--- src/sv/alfl_pkg.sv ---
// shared types, codes and widths of the array linked list with free list
package alfl_pkg;

    // default slot count, the sentinel included
    localparam int NodeCountDef = 16;

    // fixed field widths
    localparam int ActionW = 2;
    localparam int KeyW    = 32;
    localparam int SlotW   = 4;
    localparam int StatusW = 2;

    // stream payload widths, tdata padded to whole bytes
    localparam int SDataW = ((KeyW + SlotW + 7) / 8) * 8;
    localparam int SUserW = ActionW;
    localparam int MDataW = ((StatusW + SlotW + 7) / 8) * 8;

    typedef logic signed [KeyW-1:0] key_t;

    // beat actions
    typedef enum logic [ActionW-1:0] {
        ACT_INSERT = 2'd0,
        ACT_SEARCH = 2'd1,
        ACT_DELETE = 2'd2
    } action_t;

    // result status codes
    typedef enum logic [StatusW-1:0] {
        STAT_OK        = 2'd0,
        STAT_FULL      = 2'd1,
        STAT_NOT_FOUND = 2'd2,
        STAT_BAD_SLOT  = 2'd3
    } status_t;

    // strobes from the sequencer to the link store
    typedef struct packed {
        logic rd_en;    // read all three arrays at the read address
        logic next_we;  // write next link
        logic prev_we;  // write previous link
        logic key_we;   // write key at the next-link write address
        logic alloc;    // slot at the next-link write address leaves the free list
    } store_cmd_t;

endpackage

--- src/sv/array_linked_list_with_free_list.sv ---
// top level: doubly linked list with sentinel and free list over link arrays
//
//  channel | direction | payload
//  --------+-----------+----------------------------------------------------------
//  s_      | in        | tuser: action; tdata: key_value, slot_index
//  m_      | out       | tdata: status, result_slot
//
// insert steps through link and head states, delete through unlink and free
// states, each then the finish state; a search compares one list node per read,
// up to NODE_COUNT, set by the single shared read port of the link and key arrays.
// a refused insert, a rejected delete or action, or a search of an empty list
// goes straight to S_FIN. no clearing pass after reset: a fill count supplies the
// initial free chain. one request at a time; a stalled result holds the sequencer.
module array_linked_list_with_free_list #(
    parameter int NODE_COUNT = alfl_pkg::NodeCountDef
) (
    input  logic                        aclk,
    input  logic                        aresetn,
    input  logic                        s_tvalid,
    output logic                        s_tready,
    input  logic [alfl_pkg::SDataW-1:0] s_tdata,   // key_value[31:0], slot_index[35:32]
    input  logic [alfl_pkg::SUserW-1:0] s_tuser,   // action[1:0]
    output logic                        m_tvalid,
    input  logic                        m_tready,
    output logic [alfl_pkg::MDataW-1:0] m_tdata    // status[1:0], result_slot[5:2]
);
    import alfl_pkg::*;

    localparam int LinkW = $clog2(NODE_COUNT);

    store_cmd_t       cmd;
    logic [LinkW-1:0] rd_addr;
    logic [LinkW-1:0] next_wa;
    logic [LinkW-1:0] next_wd;
    logic [LinkW-1:0] prev_wa;
    logic [LinkW-1:0] prev_wd;
    key_t             key_wd;
    logic [LinkW-1:0] next_rd;
    logic [LinkW-1:0] prev_rd;
    key_t             key_rd;

    key_t             s_key;
    logic [SlotW-1:0] s_slot;
    status_t          m_status;
    logic [SlotW-1:0] m_slot;

    // unpack the request beat
    assign s_key  = key_t'(s_tdata[KeyW-1:0]);
    assign s_slot = s_tdata[KeyW +: SlotW];

    // pack the result beat
    assign m_tdata = MDataW'({m_slot, m_status});

    alfl_ctrl #(
        .NODE_COUNT (NODE_COUNT)
    ) u_ctrl (
        .aclk     (aclk),
        .aresetn  (aresetn),
        .s_valid  (s_tvalid),
        .s_ready  (s_tready),
        .s_action (s_tuser[ActionW-1:0]),
        .s_key    (s_key),
        .s_slot   (s_slot),
        .m_valid  (m_tvalid),
        .m_ready  (m_tready),
        .m_status (m_status),
        .m_slot   (m_slot),
        .cmd      (cmd),
        .rd_addr  (rd_addr),
        .next_wa  (next_wa),
        .next_wd  (next_wd),
        .prev_wa  (prev_wa),
        .prev_wd  (prev_wd),
        .key_wd   (key_wd),
        .next_rd  (next_rd),
        .prev_rd  (prev_rd),
        .key_rd   (key_rd)
    );

    alfl_store #(
        .NODE_COUNT (NODE_COUNT)
    ) u_store (
        .aclk    (aclk),
        .aresetn (aresetn),
        .cmd     (cmd),
        .rd_addr (rd_addr),
        .next_wa (next_wa),
        .next_wd (next_wd),
        .prev_wa (prev_wa),
        .prev_wd (prev_wd),
        .key_wd  (key_wd),
        .next_rd (next_rd),
        .prev_rd (prev_rd),
        .key_rd  (key_rd)
    );

endmodule

--- src/sv/alfl_store.sv ---
// link and key memories with a fill count that stands in for the free-chain reset
module alfl_store #(
    parameter int NODE_COUNT = alfl_pkg::NodeCountDef,
    localparam int LinkW = $clog2(NODE_COUNT),
    localparam int FillW = $clog2(NODE_COUNT + 1)
) (
    input  logic                 aclk,
    input  logic                 aresetn,
    input  alfl_pkg::store_cmd_t cmd,
    input  logic [LinkW-1:0]     rd_addr,
    input  logic [LinkW-1:0]     next_wa,
    input  logic [LinkW-1:0]     next_wd,
    input  logic [LinkW-1:0]     prev_wa,
    input  logic [LinkW-1:0]     prev_wd,
    input  alfl_pkg::key_t       key_wd,
    output logic [LinkW-1:0]     next_rd,
    output logic [LinkW-1:0]     prev_rd,
    output alfl_pkg::key_t       key_rd
);
    import alfl_pkg::*;

    localparam logic [LinkW-1:0] LastSlot = LinkW'(NODE_COUNT - 1);

    logic [LinkW-1:0] next_mem [NODE_COUNT];
    logic [LinkW-1:0] prev_mem [NODE_COUNT];
    key_t             key_mem  [NODE_COUNT];

    logic [LinkW-1:0] next_q_reg;
    logic [LinkW-1:0] prev_q_reg;
    key_t             key_q_reg;
    logic [LinkW-1:0] raddr_reg;
    logic             fresh_reg;
    logic [FillW-1:0] fill_reg;

    // memory writes
    always_ff @(posedge aclk) begin
        if (cmd.next_we) begin
            next_mem[next_wa] <= next_wd;
        end
        if (cmd.prev_we) begin
            prev_mem[prev_wa] <= prev_wd;
        end
        if (cmd.key_we) begin
            key_mem[next_wa] <= key_wd;
        end
    end

    // registered reads at one shared address
    always_ff @(posedge aclk) begin
        if (cmd.rd_en) begin
            next_q_reg <= next_mem[rd_addr];
            prev_q_reg <= prev_mem[rd_addr];
            key_q_reg  <= key_mem[rd_addr];
            raddr_reg  <= rd_addr;
        end
    end

    // slots at or above the fill count were never written and still hold the reset chain
    always_ff @(posedge aclk) begin
        if (!aresetn) begin
            fill_reg  <= FillW'(1);
            fresh_reg <= 1'b0;
        end else begin
            if (cmd.rd_en) begin
                fresh_reg <= (FillW'(rd_addr) >= fill_reg);
            end
            if (cmd.alloc && (FillW'(next_wa) == fill_reg)) begin
                fill_reg <= fill_reg + FillW'(1);
            end
        end
    end

    // reset chain runs slot to slot plus one, the last slot ends it
    always_comb begin
        if (fresh_reg) begin
            next_rd = (raddr_reg == LastSlot) ? '0 : raddr_reg + LinkW'(1);
        end else begin
            next_rd = next_q_reg;
        end
    end

    assign prev_rd = prev_q_reg;
    assign key_rd  = key_q_reg;

endmodule

--- src/sv/alfl_ctrl.sv ---
// sequencer: list head, free head, in-use marks, key compare and result register
module alfl_ctrl #(
    parameter int NODE_COUNT = alfl_pkg::NodeCountDef,
    localparam int LinkW  = $clog2(NODE_COUNT),
    localparam int UseCnt = (NODE_COUNT < 16) ? NODE_COUNT : 16,
    localparam int UseW   = $clog2(UseCnt)
) (
    input  logic                               aclk,
    input  logic                               aresetn,
    // request side
    input  logic                               s_valid,
    output logic                               s_ready,
    input  logic [alfl_pkg::ActionW-1:0]       s_action,
    input  alfl_pkg::key_t                     s_key,
    input  logic [alfl_pkg::SlotW-1:0]         s_slot,
    // result side
    output logic                               m_valid,
    input  logic                               m_ready,
    output alfl_pkg::status_t                  m_status,
    output logic [alfl_pkg::SlotW-1:0]         m_slot,
    // link store
    output alfl_pkg::store_cmd_t               cmd,
    output logic [LinkW-1:0]                   rd_addr,
    output logic [LinkW-1:0]                   next_wa,
    output logic [LinkW-1:0]                   next_wd,
    output logic [LinkW-1:0]                   prev_wa,
    output logic [LinkW-1:0]                   prev_wd,
    output alfl_pkg::key_t                     key_wd,
    input  logic [LinkW-1:0]                   next_rd,
    input  logic [LinkW-1:0]                   prev_rd,
    input  alfl_pkg::key_t                     key_rd
);
    import alfl_pkg::*;

    localparam logic [LinkW-1:0] LastStep = LinkW'(NODE_COUNT - 1);

    typedef enum logic [6:0] {
        S_IDLE       = 7'b0000001,
        S_INS_LINK   = 7'b0000010,
        S_INS_HEAD   = 7'b0000100,
        S_SRCH       = 7'b0001000,
        S_DEL_UNLINK = 7'b0010000,
        S_DEL_FREE   = 7'b0100000,
        S_FIN        = 7'b1000000
    } state_t;

    state_t           state_reg, state_next;
    logic [LinkW-1:0] cur_reg, cur_next;
    key_t             key_reg, key_next;
    logic [LinkW-1:0] steps_reg, steps_next;
    logic [LinkW-1:0] head_reg, head_next;
    logic [LinkW-1:0] free_head_reg, free_head_next;
    logic [UseCnt-1:0] in_use_reg, in_use_next;
    status_t          res_status_reg, res_status_next;
    logic [SlotW-1:0] res_slot_reg, res_slot_next;
    logic             m_valid_reg, m_valid_next;
    status_t          m_status_reg, m_status_next;
    logic [SlotW-1:0] m_slot_reg, m_slot_next;

    logic             slot_ok;
    logic             key_hit;

    // delete target must be a live slot other than the sentinel
    assign slot_ok = (s_slot != '0) && (32'(s_slot) < NODE_COUNT)
                     && in_use_reg[UseW'(s_slot)];

    // the shared key comparator
    assign key_hit = (key_rd == key_reg);

    // sequencer
    always_comb begin
        state_next      = state_reg;
        cur_next        = cur_reg;
        key_next        = key_reg;
        steps_next      = steps_reg;
        head_next       = head_reg;
        free_head_next  = free_head_reg;
        in_use_next     = in_use_reg;
        res_status_next = res_status_reg;
        res_slot_next   = res_slot_reg;
        m_valid_next    = m_valid_reg && !m_ready;
        m_status_next   = m_status_reg;
        m_slot_next     = m_slot_reg;
        cmd             = '0;
        rd_addr         = cur_reg;
        next_wa         = cur_reg;
        next_wd         = head_reg;
        prev_wa         = cur_reg;
        prev_wd         = '0;

        case (state_reg)
            S_IDLE: begin
                if (s_valid) begin
                    key_next      = s_key;
                    res_slot_next = '0;
                    case (action_t'(s_action))
                        ACT_INSERT: begin
                            if (free_head_reg == '0) begin
                                res_status_next = STAT_FULL;
                                state_next      = S_FIN;
                            end else begin
                                cmd.rd_en  = 1'b1;
                                rd_addr    = free_head_reg;
                                cur_next   = free_head_reg;
                                state_next = S_INS_LINK;
                            end
                        end
                        ACT_SEARCH: begin
                            if (head_reg == '0) begin
                                res_status_next = STAT_NOT_FOUND;
                                state_next      = S_FIN;
                            end else begin
                                cmd.rd_en  = 1'b1;
                                rd_addr    = head_reg;
                                cur_next   = head_reg;
                                steps_next = '0;
                                state_next = S_SRCH;
                            end
                        end
                        ACT_DELETE: begin
                            if (slot_ok) begin
                                cmd.rd_en  = 1'b1;
                                rd_addr    = LinkW'(s_slot);
                                cur_next   = LinkW'(s_slot);
                                state_next = S_DEL_UNLINK;
                            end else begin
                                res_status_next = STAT_BAD_SLOT;
                                state_next      = S_FIN;
                            end
                        end
                        default: begin
                            res_status_next = STAT_BAD_SLOT;
                            state_next      = S_FIN;
                        end
                    endcase
                end
            end

            // pop the free head, store the key, point the new node at the old first
            S_INS_LINK: begin
                free_head_next = next_rd;
                cmd.next_we    = 1'b1;
                cmd.key_we     = 1'b1;
                cmd.prev_we    = 1'b1;
                cmd.alloc      = 1'b1;
                next_wa        = cur_reg;
                next_wd        = head_reg;
                prev_wa        = cur_reg;
                prev_wd        = '0;
                state_next     = S_INS_HEAD;
            end

            // old first points back at the new node, which becomes the head
            S_INS_HEAD: begin
                cmd.prev_we = 1'b1;
                prev_wa     = head_reg;
                prev_wd     = cur_reg;
                head_next   = cur_reg;
                if (32'(cur_reg) < UseCnt) begin
                    in_use_next[UseW'(cur_reg)] = 1'b1;
                end
                res_status_next = STAT_OK;
                res_slot_next   = SlotW'(cur_reg);
                state_next      = S_FIN;
            end

            // one node per cycle: compare, then read the successor
            S_SRCH: begin
                if (key_hit) begin
                    res_status_next = STAT_OK;
                    res_slot_next   = SlotW'(cur_reg);
                    state_next      = S_FIN;
                end else if ((next_rd == '0) || (steps_reg == LastStep)) begin
                    res_status_next = STAT_NOT_FOUND;
                    state_next      = S_FIN;
                end else begin
                    cmd.rd_en  = 1'b1;
                    rd_addr    = next_rd;
                    cur_next   = next_rd;
                    steps_next = steps_reg + LinkW'(1);
                end
            end

            // bridge the neighbors around the slot
            S_DEL_UNLINK: begin
                cmd.prev_we = 1'b1;
                prev_wa     = next_rd;
                prev_wd     = prev_rd;
                if (prev_rd == '0) begin
                    head_next = next_rd;
                end else begin
                    cmd.next_we = 1'b1;
                    next_wa     = prev_rd;
                    next_wd     = next_rd;
                end
                state_next = S_DEL_FREE;
            end

            // push the slot onto the free list
            S_DEL_FREE: begin
                cmd.next_we    = 1'b1;
                next_wa        = cur_reg;
                next_wd        = free_head_reg;
                free_head_next = cur_reg;
                in_use_next[UseW'(cur_reg)] = 1'b0;
                res_status_next = STAT_OK;
                res_slot_next   = '0;
                state_next      = S_FIN;
            end

            // hand the result to the output register once it is free
            S_FIN: begin
                if (!m_valid_reg || m_ready) begin
                    m_valid_next  = 1'b1;
                    m_status_next = res_status_reg;
                    m_slot_next   = res_slot_reg;
                    state_next    = S_IDLE;
                end
            end

            default: begin
                state_next = S_IDLE;
            end
        endcase
    end

    // control state
    always_ff @(posedge aclk) begin
        if (!aresetn) begin
            state_reg     <= S_IDLE;
            head_reg      <= '0;
            free_head_reg <= LinkW'(1);
            in_use_reg    <= '0;
            m_valid_reg   <= 1'b0;
        end else begin
            state_reg     <= state_next;
            head_reg      <= head_next;
            free_head_reg <= free_head_next;
            in_use_reg    <= in_use_next;
            m_valid_reg   <= m_valid_next;
        end
    end

    // working and payload registers
    always_ff @(posedge aclk) begin
        cur_reg        <= cur_next;
        key_reg        <= key_next;
        steps_reg      <= steps_next;
        res_status_reg <= res_status_next;
        res_slot_reg   <= res_slot_next;
        m_status_reg   <= m_status_next;
        m_slot_reg     <= m_slot_next;
    end

    assign s_ready  = (state_reg == S_IDLE);
    assign key_wd   = key_reg;
    assign m_valid  = m_valid_reg;
    assign m_status = m_status_reg;
    assign m_slot   = m_slot_reg;

endmodule

--- config.mk ---
export PLATFORM = sky130hd
export DESIGN_NAME = array_linked_list_with_free_list
export DESIGN_NICKNAME = d
export VERILOG_FILES = /design/src/sv/alfl_pkg.sv /design/src/sv/array_linked_list_with_free_list.sv /design/src/sv/alfl_store.sv /design/src/sv/alfl_ctrl.sv
export SDC_FILE = /design/constraint.sdc
export NUM_CORES = 1
export LEC_CHECK = 0
export BUFFER_PORTS_ARGS = -buffer_cell sky130_fd_sc_hd__buf_2
export CAP_MARGIN = 20
export CORE_ASPECT_RATIO = 1.75
export CORE_MARGIN = 2
export CORE_UTILIZATION = 50
export DETAILED_ROUTE_END_ITERATION = 6
export PLACE_DENSITY = 0.66
export SLEW_MARGIN = 20
export SYNTH_ARGS = -nofsm -noshare
export SYNTH_HDL_FRONTEND = slang
export SYNTH_SLANG_ARGS = --single-unit
--- constraint.sdc ---
create_clock -name aclk -period 5.95 [get_ports aclk]
set_clock_uncertainty 0.15 [all_clocks]
set_input_delay 0.8925 -clock aclk [delete_from_list [all_inputs] [get_ports aclk]]
set_output_delay 0.8925 -clock aclk [all_outputs]
set_load 0.01 [all_outputs]
* Word level (Yosys, flattened, before mapping) *
Memory sizes are Yosys's and may differ from the RTL's. A register that Yosys moved wholly into a read port is not among the register bits.
Cells that the tools add are included.
Widths: inputs -> output; s select.

operators by class
  $add $sub $neg = 3
  order comparisons = 4
  eq/ne operators = 25
  multiplexer cells = 70
  bitwise operators = 3
  reduce and logical (&&, ||, !) cells = 30

operators by type and width
  operator             number
  $mux 4               19
  $pmux 4 s2           7
  $mux 7               7
  $pmux 7 s6           1
  $eq 32x32->1         1
  $pmux 16 s2          1
  $pmux 7 s3           1
  $mux 1               18
  $and 16x16->16       1
  $logic_not 4->1      4
  $not 16->16          1
  $or 16x16->16        1
  $pmux 4 s4           1
  $mux 2               7
  $pmux 2 s3           2
  $pmux 4 s3           1
  $reduce_and 6->1     2
  $lt 4x5->1 const B   2
  $add 4x1->4 const B  2
  $eq 4x4->1 const B   2
  $ne 2x1->1 const B   4
  $ne 2x2->1 const B   4
  $reduce_bool 2->1    4
  $reduce_bool 4->1    2
  29 further kinds     40

storage, ports and cells
  bits in registers = 94
  bits in writable memories = 640
  output and inout port bits = 10
  memories = 3

memories
  memory            depth  bits a word  read ports  clocked after Yosys merged registers in  write ports  line              RTL
  u_store.key_mem   16     32           1           1                                        1            alfl_store.sv:26  key_t key_mem [NODE_COUNT];
  u_store.next_mem  16     4            1           1                                        1            alfl_store.sv:24  logic [LinkW-1:0] next_mem [NODE_COUNT];
  u_store.prev_mem  16     4            1           1                                        1            alfl_store.sv:25  logic [LinkW-1:0] prev_mem [NODE_COUNT];

* Longest topological paths before layout *
Gate-level depths: netlist (run 1).

  depth after elaboration = 9
  mapped depth = 19
  gate-level depth less buffers = 16

* Hierarchy *
A second synthesis (run 1) with hierarchy kept.

unflattened totals
  cell total of the unflattened synthesis = 1579
  area, all modules = 30489.2 µm²

modules (own cells, without submodules)
  module                            times used  cells an instance  area each (µm²)  seq. area each (µm²)
  alfl_store                        1           1160               26326.5          20659.8
  alfl_ctrl                         1           416                4144.0           2142.1
  array_linked_list_with_free_list  1           3                  18.8             0.0

* Worst setup path before layout (run 1) *
OpenSTA, ideal clock, no wires.

  kind = input to register
  from = in s_tdata[32] in the netlist's numbering
  to = reg u_store.fresh_reg
  setup time = 0.128 ns
  arrival time = 3.890 ns
  required time = 5.672 ns
  setup slack = 1.782 ns
  cell stages on the path = 19
  path buffers = 4
  path through = buf_6 -> mux4_2 -> nand2b_1 -> and3_1 -> a21o_1 -> a31oi_4 -> nand3_4 -> inv_2 -> buf_6 -> buf_6 -> buf_6 -> ha_1 -> nand2b_1 -> a21o_1 -> a21o_1 -> a21oi_1 -> nor2_1 -> mux2i_1 -> nor2_1

between the ends
  cells in the longest elaborated chain, start to end = 8
  elaborated cells between the ends (all ways) = 13

ends and longest elaborated chain
  what                          line                                    RTL
  start, declared               array_linked_list_with_free_list.sv:21  input logic [alfl_pkg::SDataW-1:0] s_tdata,
  $bmux 1 s4                    alfl_ctrl.sv:65                         && in_use_reg[UseW'(s_slot)];
  $mux 1 (implied by the code)  alfl_ctrl.sv:65
  $logic_and 1x1->1             alfl_ctrl.sv:65
  $mux 4 *                      --
  $pmux 4 s3 *                  --
  $mux 4 *                      --
  $pmux 4 s2 *                  --
  net rd_addr[0]                array_linked_list_with_free_list.sv:32  logic [LinkW-1:0] rd_addr;
  $ge 4x5->1 *                  alfl_store.sv:65                        fresh_reg <= (FillW'(rd_addr) >= fill_reg);
  end signal, assigned          alfl_store.sv:65
  end, declared                 alfl_store.sv:32                        logic fresh_reg;

Mark *: on every way through the listed nets, which the timed path passes. The rest lies on a longest branch. The select of a mux whose other input is x is not followed.
A chain may end at the register's enable or synchronous reset.

* Worst setup path in the final report (run 1) *
  from = reg u_ctrl.key_reg[22] (netlist: u_ctrl.key_wd[22])
  to = reg u_store.next_q_reg[0] (read register of u_store.next_mem), data pin

between the ends
  cells in the longest elaborated chain, start to end = 3
  elaborated cells between the ends (all ways) = 5

ends and longest elaborated chain
  what                                             line              RTL
  start, declared                                  alfl_ctrl.sv:49   key_t key_reg, key_next;
  start signal, assigned                           alfl_ctrl.sv:247  key_reg <= key_next;
  $eq 32x32->1 *                                   alfl_ctrl.sv:68   assign key_hit = (key_rd == key_reg);
  $mux 4 / $mux 1 (equally long branches)          --
  $pmux 4 s2 / $pmux 1 s2 (equally long branches)  --
  end, declared                                    alfl_store.sv:28  logic [LinkW-1:0] next_q_reg;

Every way passes the cells marked *; elsewhere a longest branch is shown, timed or not.

==> metrics, run 1 <==
Slowest cell on crit path nor4_1; YS warnings 0; post-synthesis instance total just under 2,000; M2 GR Usage 0.450; Core ar. between 60,000 and 70,000 um^2; Hold Crit Endpoint u_ctrl.m_slot[0]; setup TNS 0 ns; Die Footprint 65,100 um^2; crit path cell chain xor2_1, nor4_1, buf_4, nand4_1, o21bai_1, o221a_2, and2_2, clkinv_8, buf_4, mux2i_1, a22o_1, a211oi_1; endpoints failing hold 0; synth top area cells edfxtp_1, mux2i_1, dfxtp_1; global placement routability congestion 0.930; number of synthesized flops with an enable pin ~730; Vias 17,700; CTS buffer count 70; R2R Setup Slk between 0.7 and 0.8 ns; TritonRoute pass-1 iters 7; largest family of logic cells by synthesized area multiplexers; hold path depth 0; Final Setup Violations 0; gr busiest metal met2; post-synth top area cell edfxtp_1; Crit Reg-Reg Startpoint u_ctrl.key_wd[22]; Nets roughly 2,100; final std cells w/o fill approximately 2,900; Iter 0 DRT Violations 1,435; met1 Track Usage GR 0.262; Top reg by flops u_store.key_mem; MaxCap Viol Count 0; Largest register FFs a little over 500; antenna violations before repair 0; placed insts between 2,000 and 3,000; adder-cell share of the synthesized area 0.00278; CP delay by family, top compound AO/OA/AOI/OAI gates; Hold Startpoint u_ctrl.res_slot_reg[0]; fin area roughly 35,000 um^2; Final Cycle Share 0.882; FF-to-FF End u_store.next_q_reg[0]; die width 194 um; Post-Synth Simple-Gate Area 0.0470; Std-Cell Rows approximately 120; final-report max-slew violation count 0; # port buffers slightly below 50; routed len/inst about 27 um; Max Buffers Root-to-Sink 3; gr usage total 0.237; Main synth FF type edfxtp_1; # clock sinks 773; final design utilization 0.566; biggest regs u_store.key_mem (512), u_store.next_mem (64), u_store.prev_mem (64); Worst Tran Pin Value between 1 and 1.5 ns; kind of critical path reg2reg; critical path endpoint category flip-flop; multiplexer share of the synthesized area 0.0943; most frequent CP cell buf_4; clock period minus worst slack 5.25 ns; TritonCTS clock tree built; Hold-fix buffers, CTS 0; Compound-Gate Fraction of Synth Area 0.0924; dpl cell area 32,900 um^2; Synth top cells by count edfxtp_1, mux2i_1, nor2_1, a22o_1, clkbuf_1; Synth cell types 74; Post-DRT Antenna Nets 0; FF+latch count, synth slightly below 800; clk_lat worst skew between 0.6 and 0.7 ns; FFs w/ async S/R, synth 0; H-tree levels 3; post_cts resized 0; CP bufs+invs 3; Rel. slew slack 0.254; most numerous cell in the Yosys netlist edfxtp_1; hpwl dp between 40,000 and 50,000 um; status completed; final wirelength 77,400 um; Max stage delay on crit path slightly below 0.9 ns; Clock Tree Root clkbuf_16; global route overflow 0; Setup Buffers After CTS 0; critical path arrival between 5 and 6 ns; vias in the first global route about 18,000; worst hold slack 0.274 ns; sequential element share of the synthesized area 0.724; ANT cells 0; FILL cells 4,731; worst r2r path cells 12; Post-Synth XOR/XNOR Area 0.0114; DR DRC count 0; Mean Syn Cell Area between 15 and 20 um^2; FMAX ~0.19 GHz; peak supply drop 0.000363 V; wire length of the first global-routing pass approximately 110,000 um; area delta synth->final 11.8%; share of cells above drive strength 1 0.152; # IOs 56; die height 336 um; share of the synthesized area in the top cell type 0.698; area of the mapped netlist roughly 31,000 um^2; Crit path required time 6.18 ns; pwr/cell area between 300 and 400 nW/um^2; largest net degree at the start of global routing between 60 and 70; RSZ-0062 raised after global routing no; worst hold path type reg2reg; Vias/cell between 6 and 7; Static Leakage 11.6 nW; CP Max Fanout 67; Startpoint Class flip-flop; routing usage on met3 0.0317; clk slew on worst S/H paths 0.06 ns; initial core utilization 0.506
[cell usage in the layout, fill, tap and decap left out, drive strengths merged, types with 10 or more instances in the layout]
master and count:
nand2 37, a22o 80, edfxtp 732, inv 58
nand4 47, o211ai 45, mux2 42, buf 120
mux2i 245, o22a 42, clkinv 31, nor4 14
clkbuf 81, bufinv 10, dfxtp 41, nor2 129
nor3 17, o2111ai 41, a21oi 25, a211oi 54
xor2 33, o21ai 17
[area by class of cell]
| type | count | area [um^2] | area share |
|---|---|---|---|
| multi-input cells | 987 | 7990 | 0.227 |
| flip-flops and latches | 773 | 22800 | 0.648 |
| clock buffers | 81 | 1860 | 0.0528 |
| well taps | 799 | 1000 | 0.0284 |
| repair buffers | 120 | 853 | 0.0242 |
| clock inverters | 42 | 449 | 0.0128 |
| inverters | 60 | 239 | 0.00679 |
[cell families after synthesis]
group                      Yosys count
DFF                                773
AOI/OAI and AO/OA                  353
and+or+nand+nor                    295
muxes                              289
buffers and inverters              166
xor gates and xnor gates            41
adders and majority gates            7
other                                1
[worst max path at each step]
stage          depth (start not counted)  slack (ns)               endpoint         startpoint
2_1_floorplan                         19        1.78      u_store.fresh_reg        s_tdata[32]
3_3_place_gp                          15        0.90      u_store.fresh_reg  u_ctrl.key_wd[22]
3_5_place_dp                          12        0.78  u_store.next_q_reg[0]  u_ctrl.key_wd[22]
4_1_cts                               12        0.76  u_store.next_q_reg[0]  u_ctrl.key_wd[22]
5_1_grt                               15        0.53      u_store.fresh_reg  u_ctrl.key_wd[22]
6_report                              12        0.70  u_store.next_q_reg[0]  u_ctrl.key_wd[22]
[per-stage QoR]
| stage | power [mW] | setup slack (ns) |
|---|---|---|
| after floorplan | 8.24 | 1.78 |
| after CTS | 13.5 | 0.759 |
| after detailed placement | 8.99 | 0.775 |
| after global routing | 13.9 | 0.530 |
| after global placement | 8.94 | 0.896 |
| final | 13.5 | 0.701 |
[metal layers]
metal  vias to the layer above  routed length [um]
met2                       721               42200
met1                      8968               27600
li1                       7833                   -
met3                       186                4100
met4                         0                3580
met5                         -                   0
[report_power, final]
| group | switching (mW) | total, mW | internal, mW |
|---|---|---|---|
| clock network | 1.91 | 4.58 | 2.67 |
| registers | 0.115 | 6.24 | 6.12 |
| logic | 1.65 | 2.65 | 1.00 |
| total | 3.68 | 13.5 | 9.79 |
Power figures use the tool's default switching activity.
==> inputs of run 2 (changes only) <==
CTS_BUF_LIST = sky130_fd_sc_hd__clkbuf_16   (was unset)
==> run 2 against run 1 <==
Net effect: clock-buffer cell count is 8 lower; non-clock buffer count is the same; fmax barely moved; sequential share of layout area stayed put; first-iteration DRC count about the same; cell area stayed put; critical endpoint unchanged; largest power group unchanged.
==> metrics, run 2 (synthesis results as in run 1) <==
clk_lat worst skew 0.61 ns (about the same); Hold-fix buffers, CTS 0 (unchanged); DR DRC count 0 (unchanged); Critical Path Start u_ctrl.key_wd[22]; setup TNS 0 ns (unchanged); FF-to-FF End u_store.next_q_reg[0]; global placement routability congestion 0.930 (unchanged); Largest register FFs 512 (unchanged); M2 GR Usage 0.450 (unchanged); Crit path required time 6.18 ns (about the same); Die Footprint 65,100 um^2 (unchanged); Iter 0 DRT Violations 1,434 (-0.070%); worst hold slack 0.274 ns (-0.0000250 ns); Core ar. 62,200 um^2 (unchanged); routing usage on met3 0.0317 (unchanged); kind of critical path reg2reg; Top reg by flops u_store.key_mem; area delta synth->final 11.8% (unchanged); critical path endpoint category flip-flop; largest net degree at the start of global routing 68 (unchanged); die width 194 um (unchanged); MaxCap Viol Count 0 (unchanged); Worst Tran Pin Value 1.11 ns (-0.00215 ns); die height 336 um (unchanged); critical path arrival 5.47 ns (about the same); Final Cycle Share 0.882 (about the same); gr busiest metal met2; FMAX 0.191 GHz (about the same); Static Leakage 11.7 nW (+0.29%); Std-Cell Rows 121 (unchanged); Vias 17,700 (-0.017%); initial core utilization 0.506 (unchanged); Post-DRT Antenna Nets 0 (unchanged); worst hold path type reg2reg; share of cells above drive strength 1 0.152 (unchanged); commonest cells after routing, fill and taps aside edfxtp_1, mux2i_1, nor2_1, a22o_1, clkbuf_16; CTS buffer count 70 (unchanged); worst r2r path cells 12 (unchanged); RSZ-0062 raised after global routing no; commonest non-fill, non-tap cell in the layout edfxtp_1; Startpoint Class flip-flop; final design utilization 0.566 (unchanged); TritonCTS clock tree built; Crit Reg-Reg Startpoint u_ctrl.key_wd[22]; worst setup path end u_store.next_q_reg[0]; fin area 35,200 um^2 (unchanged); routed len/inst 27.1 um (about the same); vias in the first global route 18,000 (unchanged); status completed; hold path depth 0 (unchanged); Vias/cell 6.19 (about the same); Max Buffers Root-to-Sink 3 (unchanged); wire length of the first global-routing pass 114,000 um (unchanged); Placement Setup Slack 0.775 ns (unchanged); Rel. slew slack 0.256 (+0.00144); endpoints failing hold 0 (unchanged); post_cts resized 0 (unchanged); H-tree levels 3 (unchanged); ANT cells 0 (unchanged); # clock sinks 773 (unchanged); FILL cells 4,731 (unchanged); clk slew on worst S/H paths 0.06 ns (about the same); biggest regs u_store.key_mem (512), u_store.next_mem (64), u_store.prev_mem (64); R2R Setup Slk 0.70 ns (about the same); Hold Startpoint u_ctrl.res_slot_reg[0]; placed insts 2,739 (unchanged); peak supply drop 0.000363 V (about the same); Setup Buffers After CTS 0 (unchanged); global route overflow 0 (unchanged); Clock Tree Root clkbuf_16; met1 Track Usage GR 0.262 (unchanged); # port buffers 49 (unchanged); final wirelength 77,400 um (about the same); clock period minus worst slack 5.25 ns (-0.00299 ns); final-report max-slew violation count 0 (unchanged); CP Max Fanout 67 (unchanged); Overall Power 13.5 mW (about the same); TritonRoute pass-1 iters 7 (unchanged); hpwl dp 46,700 um (unchanged); final std cells w/o fill 2,862 (unchanged); Nets 2,065 (unchanged); antenna violations before repair 0 (unchanged); Final Setup Violations 0 (unchanged); # IOs 56 (unchanged); dpl cell area 32,900 um^2 (unchanged); final worst slack 0.704 ns (+0.00299 ns); pwr/cell area 382 nW/um^2 (about the same); gr usage total 0.237 (unchanged)
[run 2: worst min-delay path by stage]
stage	to	slack, ns
after floorplan	u_ctrl.m_slot[0]	0.25
after global placement	u_ctrl.m_slot[1]	0.25
after detailed placement	u_ctrl.m_status[1]	0.26
after CTS	u_ctrl.m_slot[0]	0.27
after global routing	u_ctrl.m_slot[0]	0.28
final	u_ctrl.m_slot[0]	0.27
[run 2: layout make-up]
class	count	area, um^2	share of cell area
clock buffers	73	1830	0.0519
clock inverters	50	479	0.0136
inverters	60	239	0.00679
multi-input cells	987	7990	0.227
flip-flops and latches	773	22800	0.648
well taps	799	1000	0.0284
repair buffers	120	853	0.0242
[run 2: worst max-delay path: stages (launching register included)]
cell      delay, ns
edfxtp_1       0.61
xor2_1         0.25
nor4_1         0.86
buf_4          0.23
nand4_1        0.23
o21bai_1       0.60
o221a_2        0.29
and2_2         0.23
clkinv_8       0.37
buf_4          0.38
mux2i_1        0.14
a22o_1         0.24
a211oi_1       0.36
[run 2: power breakdown]
group          internal, mW  switching (mW)  total, mW
Clock                  2.65            1.92       4.57
Combinational          1.00            1.65       2.65
Sequential             6.12           0.115       6.24
[run 2: layer usage]
metal  wire length, um  vias up  part of all wire
li1                  -     7837                 -
met1             27600     8970              0.36
met2             42200      715              0.55
met3              4140      183             0.053
met4              3530        0             0.046
met5                 0        -                 0
